[config.mk]
export PLATFORM = sky130hd
export DESIGN_NAME = prdl_div
export DESIGN_NICKNAME = d
export VERILOG_FILES = /design/src/prdl_div.sv
export SDC_FILE = /design/constraint.sdc
export NUM_CORES = 2
export LEC_CHECK = 0
export ABC_AREA = 1
export BUFFER_PORTS_ARGS = -buffer_cell sky130_fd_sc_hd__buf_2
export CELL_PAD_IN_SITES_DETAIL_PLACEMENT = 2
export CELL_PAD_IN_SITES_GLOBAL_PLACEMENT = 2
export CORE_UTILIZATION = 42
export CTS_CLUSTER_SIZE = 10
export DETAILED_ROUTE_END_ITERATION = 6
export MAX_ROUTING_LAYER = met4
export PLACE_DENSITY_LB_ADDON = 0.1
export SETUP_SLACK_MARGIN = 0.05
export SLEW_MARGIN = 15
export SYNTH_ARGS = -nofsm -noshare
export SYNTH_HDL_FRONTEND = slang
export SYNTH_SLANG_ARGS = --single-unit
[constraint.sdc]
create_clock -name clk -period 3.2 [get_ports clk]
set_clock_uncertainty 0.1 [all_clocks]
set_input_delay 0.48 -clock clk [delete_from_list [all_inputs] [get_ports clk]]
set_output_delay 0.48 -clock clk [all_outputs]
set_load 0.1 [all_outputs]
[src/prdl_div.sv]
`timescale 1ns / 1ps
// prdl_div: pipelined restoring divider, one quotient bit per stage, with side payload.
// No dependencies.
module prdl_div #(
	parameter int QW = 33,
	parameter int DW = 17,
	parameter int SW = 1
) (
	input  logic          clk,
	input  logic          arst_n,
	input  logic          en,
	input  logic          vld_in,
	input  logic [DW-1:0] rem_in,   // must be below den_in
	input  logic [QW-1:0] num_in,
	input  logic [DW-1:0] den_in,
	input  logic [SW-1:0] side_in,
	output logic          vld_out,
	output logic [QW-1:0] quo,
	output logic [SW-1:0] side_out
);

	genvar i;
	generate
		for (i = 0; i < QW; i++) begin : g_stage
			logic          vld_s;
			logic [DW-1:0] rem_s;
			logic [QW-1:0] num_s;
			logic [QW-1:0] quo_s;
			logic [DW-1:0] den_s;
			logic [SW-1:0] side_s;
			logic          pv;
			logic [DW-1:0] pr;
			logic [DW-1:0] pd;
			logic [QW-1:0] pn;
			logic [QW-1:0] pq;
			logic [SW-1:0] ps;
			logic [DW:0]   t;
			logic          ge;

			if (i == 0) begin : g_first
				assign pv = vld_in;
				assign pr = rem_in;
				assign pd = den_in;
				assign pn = num_in;
				assign pq = '0;
				assign ps = side_in;
			end else begin : g_next
				assign pv = g_stage[i-1].vld_s;
				assign pr = g_stage[i-1].rem_s;
				assign pd = g_stage[i-1].den_s;
				assign pn = g_stage[i-1].num_s;
				assign pq = g_stage[i-1].quo_s;
				assign ps = g_stage[i-1].side_s;
			end

			assign t  = {pr, pn[QW-1]};
			assign ge = (t >= {1'b0, pd});

			always_ff @(posedge clk or negedge arst_n) begin
				if (!arst_n) begin
					vld_s <= 1'b0;
				end else if (en) begin
					vld_s <= pv;
				end
			end

			always_ff @(posedge clk) begin
				if (en) begin
					rem_s  <= ge ? DW'(t - {1'b0, pd}) : DW'(t);
					num_s  <= pn << 1;
					quo_s  <= {pq[QW-2:0], ge};
					den_s  <= pd;
					side_s <= ps;
				end
			end
		end
	endgenerate

	assign vld_out  = g_stage[QW-1].vld_s;
	assign quo      = g_stage[QW-1].quo_s;
	assign side_out = g_stage[QW-1].side_s;

endmodule

**Yosys cells after proc, flatten, opt, wreduce, memory -nomap -nowiden**

Cells that the tools add are included.

- $add $sub $neg: 32
- Magnitude comparators: 33
- Mux-type cells: 32

Operator list:

| operator | count |
|---|---|
| 18-bit by 17-bit greater-or-equal comparator with 1-bit output | 33 |
| 17-bit two-way mux | 32 |
| 17-bit subtractor | 32 |

- Flip-flop bits (word level): 2243
- Word-level logic and storage cells: 292

**Depth between registers and ports, before layout**

- Depth in word-level cells: 2
- Mapped depth: 15
- Depth with buffers taken out: 14

**Worst setup path before layout**

No wires, ideal clock.

- Kind: in2reg
- Start: input num_in[32]
- End: register g_stage[0].rem_s[2], data pin
- Data arrival time: 1.945 ns
- Required time: 2.848 ns
- Path slack: 0.903 ns
- Stages on the path: 15
- Buffers on the path: 1
- Path through: inv_1 > ha_1 > inv_1 > fa_1 > nand2_1 > nand2_1 > nand3b_1 > nand2_1 > nand2_1 > nand2_2 > nand2_4 > nand2_4 > buf_8 > nand2_1 > nand2_1

- Longest elaborated chain between the ends: 2
- Elaborated cells between the ends (all ways): 3
- Classes of those cells: add/sub (1); order compare (1); mux (1)

Ends and longest elaborated chain:

| item | line | text |
|---|---|---|
| start: declaration | 14 | `input logic [QW-1:0] num_in,` |
| 18-bit by 17-bit greater-or-equal comparator with 1-bit output | 57 | `assign ge = (t >= {1'b0, pd});` |
| net g_stage[0].ge | 38 | `logic ge;` |
| 17-bit two-way mux | 69 | `rem_s <= ge ? DW'(t - {1'b0, pd}) : DW'(t);` |
| end signal: assignment | 69 |  |
| end: declaration | 26 | `logic [DW-1:0] rem_s;` |

The timed path passes the listed nets, and every way through them passes these cells.
A chain may end at the register's enable or synchronous reset.

**Worst setup path in the final report**

- Start: register g_stage[13].den_s[14]
- End: register g_stage[14].rem_s[12], data pin

- Longest elaborated chain between the ends: 2

Ends and longest elaborated chain:

| item | line | text |
|---|---|---|
| start: declaration | 29 | `logic [DW-1:0] den_s;` |
| start signal: assignment | 72 | `den_s <= pd;` |
| 18-bit by 17-bit greater-or-equal comparator with 1-bit output | 57 |  |
| 17-bit two-way mux | 69 |  |
| end signal: assignment | 69 |  |
| end: declaration | 26 |  |

Every way passes these cells.

==> results.md <==
- Root Buffer: clkbuf_16
- Routability cong.: 0.876
- Hold depth: 5
- H-tree depth: 5
- Ys async rst share: 0.0147
- Clk buf depth: 4
- Drt wl/cell: roughly 25 um
- Post-synthesis cell count: 11800
- Post-synth top area share: 0.583
- Clock sink count: 2243
- Final hold vios: 0
- Sequential element share of the synthesized area: 0.590
- CTS tree: yes
- Avg Cell Area, Syn: 9.67 um^2
- Worst-path clk slew: 60 ps
- Post-detail-place hpwl: 293000 um
- Ys flop type: edfxtp_1
- Final Worst Setup Slack: -34.7 ps
- Number of global-route vias before repair: 96400
- Fin Setup TNS: -34.7 ps
- Residual DRC count: 0
- EDFF count, synth: 2210
- Initial antenna violation count: 7
- # setup viols final: 1
- Routed vias: 84500
- Outcome: finished, violations left
- Register-to-Register Path Depth: 12
- Failing checks: negative setup slack
- Max-slew violation count: 0
- Setup Crit Path Kind: reg2reg
- Starting Density: 0.423
- DRT iter0 DRCs: 4764
- Worst-Margin Slew: 896 ps
- Num CTS Buffers: 279
- Vias per Instance: 5.30
- Count leader, synth: nand2_1
- GR Overflow Total: 0
- Synthesized flop and latch total: 2243
- Final period util: 1.01
- Yosys top cell by area: edfxtp_1
- GR Util All Layers: 0.296
- Full die area: 273000 um^2
- Post-synth net total: 12400
- Std cell rows: between 150 and 200
- Crit path time final: 3230 ps
- Synth area leaders: edfxtp_1 (58%), nand2_1 (14%), inv_1 (7.2%)
- Final instance area: between 100000 and 150000 um^2
- DIE HEIGHT: between 500 and 600 um
- Pwr Total: between 100000 and 150000 uW
- Slew HR: 0.401
- Largest net degree at the start of global routing: 96
- Fmax: 0.309 GHz
- Crit path DAT: roughly 3800 ps
- Clock latency on the worst-skew pair: ~970 ps
- Area of the mapped netlist: about 110000 um^2
- TritonRoute pass-1 iters: 7
- Final Core Density: 0.477
- Global-route wire length before repair: 596000 um
- Max-Cap Viols: 0
- Final net count: 12900
- Synth-to-Final Area Change: 12.7%
- Max FO, Critical Path: 5
- WL final: between 300000 and 400000 um
- Crit. End Element: flop
- Critical Path RT: around 3700 ps
- Fraction of layout cells with a size suffix above 1: 0.0679
- CP Launch Type: flop
- DP Area: 119000 um^2
- CORE AREA: 269000 um^2
- PortBufs: 106
- Distinct cell type count after synthesis: 44
- Commonest cells post-synth: nand2_1 (4220), edfxtp_1 (2210), inv_1 (2183)
- HP Class: in2reg
- Number of top-level pins: 107
- Yosys warns: 0
- Post-DRT Antenna Nets: 0
- Die width: 523 um
- VDD IR max: 468 uV
- Min Hold Slack: between 100 and 150 ps
- Power per cell area: 993 nW/um^2
- Leakage power figure: 0.0609 uW
==> per-stage QoR <==
stage	worst slack, ps	std cells
4_1_cts	124	15900
3_5_place_dp	247	15400
3_3_place_gp	476	15400
5_1_grt	-5.83	15900
6_report	-34.7	15900
2_1_floorplan	903	11800
==> worst max-delay path: stages (launching register included) <==
cell and delay, ps:
edfxtp_1 440, inv_1 200, ha_1 550, nand2_2 260, nor2_1 270, inv_1 130, nor2_2 160, nand2_1 80
nand2_1 160, nor2_4 100, buf_4 160, nand3_1 80, nand2_1 220
==> cells in the final DEF (no fill, tap or decap), drive strengths merged, types with 41 or more instances in the layout <==
master	synthesis	final
nand3	924	924
clkinv	0	44
nor2	467	467
edfxtp	2210	2210
nor3	41	41
and2	43	43
buf	113	251
a21oi	321	321
clkbuf	7	350
dlygate4sd3	0	70
inv	2194	2207
nand2	4358	4358
ha	561	561
nand4	58	58
xor2	192	192
or2	43	43
==> flip-flops by register name (all words and copies together), names as in the netlist, 17 cells and up <==
register        cells
g_stage.quo_s     518
g_stage.pd         17
g_stage.den_s     527
g_stage.num_s     505
quo                33
g_stage.pn         23
g_stage.side_s     31
g_stage.rem_s     527
g_stage.vld_s      31
g_stage.pr         17
==> worst paths after layout <==
check | start | endpoint | slack [ps]
hold / removal | rem_in[16] | g_stage[0].rem_s[4] | 120
setup reg to reg | g_stage[13].den_s[14] | g_stage[14].rem_s[12] | -30
min in group asynchronous | arst_n | vld_out | 130
max in group asynchronous | arst_n | g_stage[22].vld_s | 2340
hold reg to reg | g_stage[15].num_s[29] | g_stage[16].num_s[30] | 260
setup / recovery | g_stage[13].den_s[14] | g_stage[14].rem_s[12] | -30
==> cell type report <==
| cell class | instances | area (um^2) |
|---|---|---|
| diodes | 5 | 12.5 |
| clock buffers | 350 | 7340 |
| clock inverters | 68 | 912 |
| fillers | 28400 | 140000 |
| inverters | 2194 | 8240 |
| multi-input cells | 7212 | 37500 |
| flip-flops and latches | 2243 | 67200 |
| well taps | 3552 | 4440 |
| repair buffers | 321 | 2750 |
==> logic make-up (layout without fill, tap and decap cells) <==
| group | Yosys count | count (layout) | share of synthesized area |
|---|---|---|---|
| xor gates and xnor gates | 224 | 224 | 0.0172 |
| buffers and inverters | 2314 | 2933 | 0.0807 |
| DFF | 2243 | 2243 | 0.590 |
| adders and majority gates | 593 | 593 | 0.0673 |
| AOI/OAI and AO/OA | 370 | 370 | 0.0170 |
| and+or+nand+nor | 6024 | 6024 | 0.228 |
| other | 0 | 5 | 0 |
| muxes | 1 | 1 | 0.0000989 |
==> routing by layer <==
layer | vias up | track usage | wire length (um)
met5 | - | - | 0
met4 | 0 | 0.154 | 23000
met3 | 1130 | 0.0317 | 13000
met2 | 1998 | 0.535 | 206000
met1 | 42600 | 0.320 | 151000
li1 | 38700 | - | -
==> where the power goes <==
group / leakage, uW / total (uW) / internal (uW) / switching, uW
logic: 0.0349 / 52600 / 15600 / 36900
registers: 0.0221 / 44900 / 40100 / 4890
clock network: 0.00399 / 30000 / 17000 / 13000
==> repair_timing <==
action | in CTS | in global routing
hold buffers | 70 | 0
setup endpoints to repair | 0 | 18
gates resized for setup | 0 | 1
buffers inserted | 0 | 5
hold endpoints to repair | 111 | 0
(Power assumes the default switching activity.)
